File: src/design/bfla_pkg.sv
// shared types and constants of the buffer free-list allocator
package bfla_pkg;

   // fixed field widths
   localparam int ADDR_W    = 32;
   localparam int SIZE_W    = 16;
   localparam int COUNT_W   = 11;
   localparam int SPAN_W    = COUNT_W + SIZE_W;
   localparam int CSR_W     = 32;
   localparam int CSR_IDX_W = 2;
   localparam int STATUS_W  = 3;
   localparam int STEP_W    = $clog2(COUNT_W);

   // request kinds
   localparam logic REQ_ALLOC = 1'b0;
   localparam logic REQ_FREE  = 1'b1;

   // register indexes
   localparam logic [CSR_IDX_W-1:0] CSR_BASE_ADDR = 2'd0;
   localparam logic [CSR_IDX_W-1:0] CSR_BUF_SIZE  = 2'd1;
   localparam logic [CSR_IDX_W-1:0] CSR_BUF_COUNT = 2'd2;

   // register reset values
   localparam logic [ADDR_W-1:0]  BASE_RESET  = '0;
   localparam logic [SIZE_W-1:0]  SIZE_RESET  = 16'd2048;
   localparam logic [COUNT_W-1:0] COUNT_RESET = 11'd1024;

   // result status codes
   typedef enum logic [STATUS_W-1:0] {
      ST_OK         = 3'd0,
      ST_EXHAUSTED  = 3'd1,
      ST_NULL       = 3'd2,
      ST_RANGE      = 3'd3,
      ST_MISALIGNED = 3'd4,
      ST_DOUBLE     = 3'd5
   } status_type;

   // commands from the controller to the free stack
   typedef struct packed {
      logic               pop;
      logic               push;
      logic               refill;
      logic [COUNT_W-1:0] refill_count;
      logic [COUNT_W-1:0] push_idx;
   } stack_cmd_type;

endpackage

File: src/design/bfla_divider.sv
// serial divider: one quotient bit per cycle, offset by buffer size
module bfla_divider import bfla_pkg::*; (
   input  logic               clock,
   input  logic               reset,
   input  logic               start,
   input  logic [SPAN_W-1:0]  dividend,
   input  logic [SIZE_W-1:0]  divisor,
   output logic [COUNT_W-1:0] quotient,
   output logic               rem_zero,
   output logic               done
);

   localparam int DSH_W = SIZE_W + COUNT_W - 1;

   logic               busy_ff;
   logic               done_ff;
   logic [STEP_W-1:0]  step_ff;
   logic [SPAN_W-1:0]  rem_ff;
   logic [DSH_W-1:0]   dsh_ff;
   logic [COUNT_W-1:0] quo_ff;
   logic               fits;

   // the dividend is below the span, so the quotient fits in COUNT_W bits
   assign fits = rem_ff >= SPAN_W'(dsh_ff);

   always_ff @(posedge clock) begin
      if (reset) begin
         busy_ff <= 1'b0;
         done_ff <= 1'b0;
      end else begin
         done_ff <= busy_ff && (step_ff == '0);
         if (start) begin
            busy_ff <= 1'b1;
         end else if (busy_ff && (step_ff == '0)) begin
            busy_ff <= 1'b0;
         end
      end
   end

   // restoring step against the divisor shifted to the current bit
   always_ff @(posedge clock) begin
      if (start) begin
         rem_ff  <= dividend;
         dsh_ff  <= {divisor, (COUNT_W - 1)'(0)};
         quo_ff  <= '0;
         step_ff <= STEP_W'(COUNT_W - 1);
      end else if (busy_ff) begin
         if (fits) begin
            rem_ff <= rem_ff - SPAN_W'(dsh_ff);
         end
         quo_ff  <= {quo_ff[COUNT_W-2:0], fits};
         dsh_ff  <= dsh_ff >> 1;
         step_ff <= step_ff - STEP_W'(1);
      end
   end

   assign quotient = quo_ff;
   assign rem_zero = rem_ff == '0;
   assign done     = done_ff;

endmodule

File: config.mk
export PLATFORM = sky130hd
export DESIGN_NAME = bfla_divider
export DESIGN_NICKNAME = d
export VERILOG_FILES = /design/src/design/bfla_pkg.sv /design/src/design/bfla_divider.sv
export SDC_FILE = /design/constraint.sdc
export NUM_CORES = 1
export LEC_CHECK = 0
export BUFFER_PORTS_ARGS = -buffer_cell sky130_fd_sc_hd__buf_2
export CORE_UTILIZATION = 53
export CTS_CLUSTER_SIZE = 28
export DETAILED_ROUTE_END_ITERATION = 8
export PLACE_DENSITY = 0.77
export SETUP_SLACK_MARGIN = 0.1
export SYNTH_ARGS = -nofsm -noshare
export SYNTH_HDL_FRONTEND = slang
export SYNTH_SLANG_ARGS = --single-unit
File: constraint.sdc
create_clock -name clock -period 2.6 [get_ports clock]
set_clock_uncertainty 0.05 [all_clocks]
set_input_delay 0.52 -clock clock [delete_from_list [all_inputs] [get_ports clock]]
set_output_delay 0.52 -clock clock [all_outputs]
set_load 0.02 [all_outputs]
==> key figures <==
Synthesis
  • Syn_area_per_cell: 9.24 µm²
  • Register bit total from synthesis: 70
  • Async set or reset register ratio after synthesis: 0%
  • Yosys Warn Count: 0
  • Yosys cell types: 62
  • EDFF count, synth: 43
  • Yosys top cell by area: edfxtp_1
  • Xor/xnor share of the synthesized area: 2.90%
  • Yosys top cell area share: 28.5%
  • Synth Area in Compound Gates: 21.7%
  • Mux contribution to synthesized area: 5.33%
  • Synth Net Count: 565
  • Simple-Gate Fraction of Synth Area: 15.6%
  • Main combinational cell family by area after synthesis: compound AO/OA/AOI/OAI gates
  • Predominant post-synthesis flop cell: edfxtp_1
  • Cell Area, Synth: roughly 4500 µm²
  • Synth Area in Adders: slightly above 8%
  • Mapped Cells: 490
  • Synth area leaders: edfxtp_1 (29%), dfxtp_1 (12%), ha_1 (7.7%)
  • Sequential fraction of the synthesis area: 40.4%

Floorplanning
  • Ports: 59
  • Die Height: 94.4 µm
  • Core Rows: 33
  • Core area: around 8300 µm²
  • Die Width: around 94 µm
  • DIE AREA: 8920 µm²
  • Initial Utilization: 54.8%

Run status
  • Status: completed

Final layout
  • Nets: 644
  • Proportion of layout cells with a drive suffix above 1: 26.7%
  • ANT cells: 0
  • Cell Count, Final, Fillers Out: 679
  • Area growth syn-to-layout: 22.2%
  • Design Area, Final: 5540 µm²
  • Post-layout util: between 60% and 70%

Worst setup path
  • Critical path type: reg -> reg
  • CP arrival: 2.55 ns
  • Critical Path RT: 2.65 ns
  • Critical path launch point type: register
  • Flop2flop setup slack: between 0.09 and 0.1 ns
  • Maximum fanout along the worst path: 5
  • CP endpoint kind: register

STA
  • Fin. max-slew vios: 0
  • Fin. Hold Viols: 0
  • Slew headroom: between 20 and 25%
  • Final worst-path cycle share: 96.2%
  • Final setup viols: 0
  • Final Critical Period: roughly 2.5 ns
  • Worst-margin pin slew: 1.17 ns
  • Final WS setup: 0.0992 ns
  • RSZ-0062 raised after global routing: yes
  • Max Fclk: 0.400 GHz
  • Setup Total Neg Slack: 0 ns
  • Hold_ws: approximately 0.28 ns

Routing
  • Initial drt markers: between 300 and 400
  • Vias per cell: about 6
  • Routed len/inst: 17.4 µm
  • Antenna viol nets, final: 0
  • Vias: between 4000 and 5000
  • Pre-antenna DRT Iters: 5
  • Routed WL: about 12000 µm
  • # DRC: 0

GRT
  • Remaining Overflow, GRT: 0
  • Global Route Usage Sum: 27.0%
  • Antenna violations before repair: 0
  • Number of global-route vias before repair: 3789
  • Pin count of the biggest net entering global routing: 46
  • First-pass GRT wire length: 18200 µm

Clock tree
  • Hold_buf cts: 0
  • Clk sink count: 70
  • Clock transition at path regs: around 0.08 ns
  • Clk_lat worst skew: 0.36 ns
  • CTS buffer count: 9
  • CTS root buf: clkbuf_8
  • CTS tree: done
  • CTS Buffer Depth: 2
  • H-tree depth: 3

Power
  • Cell Pwr Density: approximately 850 nW/µm²
  • Peak VDD IR: 0.000530 V
  • Leak: 2.26 nW
  • Power Total: 4.68 mW

Run
  • Max-Cap Viols: 0

Placed design
  • Number of port buffers: 58
  • Placed cell area: 5060 µm²
  • Pre-CTS WS: -0.0518 ns
  • Hpwl dp: 8410 µm
  • DP Cell Count: 656
  • Gpl congestion: 0.961

Hold path
  • Hold/Removal Path Class: in -> reg
layout make-up:
cell class | count | area [µm²]
Clock inverter | 6 | 71.3
Sequential cell | 70 | 1830
Inverter | 38 | 143
Timing Repair Buffer | 91 | 563
Multi-Input combinational cell | 359 | 2650
Fill cell | 666 | 2720
Clock buffer | 10 | 149
Tap cell | 105 | 131
where the power goes:
group	switching, mW	internal [mW]	leakage [nW]
clock	0.461	0.514	0.113
combinational	1.24	0.942	1.49
sequential	0.131	1.40	0.657
state kept, by name (all words and copies together), names as in the netlist:
| signal | count |
|---|---|
| rem_ff | 27 |
| dsh_ff | 26 |
| quotient | 11 |
| step_ff | 4 |
| busy_ff | 1 |
| done | 1 |
worst max-delay path, stage by stage, from the launching register on:
cell	delay [ns]
edfxtp_1	0.45
ha_4	0.29
a21o_1	0.18
a21oi_2	0.20
buf_4	0.16
a2111oi_4	0.09
or3_4	0.43
a2111oi_4	0.32
a211oi_2	0.08
synth_stat cells, types with 4 or more instances:
master    instances
nand4_1          10
nand2_1          47
o31ai_1           5
o21bai_1          5
o21ai_1          10
xor2_1            7
a22o_1           15
ha_1             28
mux2i_1          23
xnor2_1           8
nor4_1            9
o21a_1            7
nor2b_1           4
nor2_1           48
inv_1            38
dfxtp_1          27
a21oi_1          27
a21o_1            7
and3_1            5
edfxtp_1         43
o21ai_0          25
nand3_1           8
clkbuf_1         12
buf_2             5
nor3_1            8
metal layers:
metal | global-route usage (%) | vias to the layer above | routed length [µm]
li1 | - | 1948 | -
met1 | 38.1 | 1881 | 5300
met2 | 40.1 | 194 | 5340
met3 | 4.35 | 33 | 831
met4 | 12.9 | 0 | 314
met5 | 0 | - | 0
cell usage in the layout, fill, tap and decap left out, types with 6 or more instances in the layout:
cell	netlist	routed
buf_2	5	58
nor2_1	48	48
nand2_1	47	45
edfxtp_1	43	43
inv_1	38	37
buf_4	1	31
dfxtp_1	27	25
a21oi_1	27	24
o21ai_0	25	23
mux2i_1	23	23
ha_1	28	17
a22o_1	15	15
o21ai_1	10	11
nand4_1	10	10
clkbuf_8	1	9
nor4_1	9	8
nand3_1	8	8
xnor2_1	8	8
ha_4	0	8
a21o_1	7	7
xor2_1	7	7
o21a_1	7	6
nor3_1	8	6
path summary, 6_finish.rpt:
check	startpoint	end	cells after the start
hold / removal	reset	done	2
setup reg to reg	rem_ff[3]	rem_ff[21]	8
hold reg to reg	quotient[10]	quotient[10]	2
setup / recovery	rem_ff[3]	rem_ff[21]	8
kinds of logic after synthesis:
group	Yosys count
xor gates and xnor gates	15
muxes	24
and+or+nand+nor	152
buffers and inverters	61
AOI/OAI and AO/OA	139
DFF	70
adders and majority gates	29
timing repair:
item                                    4_1_cts  5_1_grt
endpoints found under the setup margin       37       41
resized for setup                             6       30
setup buffers                                 2        5
pin swaps                                     1       11
Power figures use the tool's default switching activity.
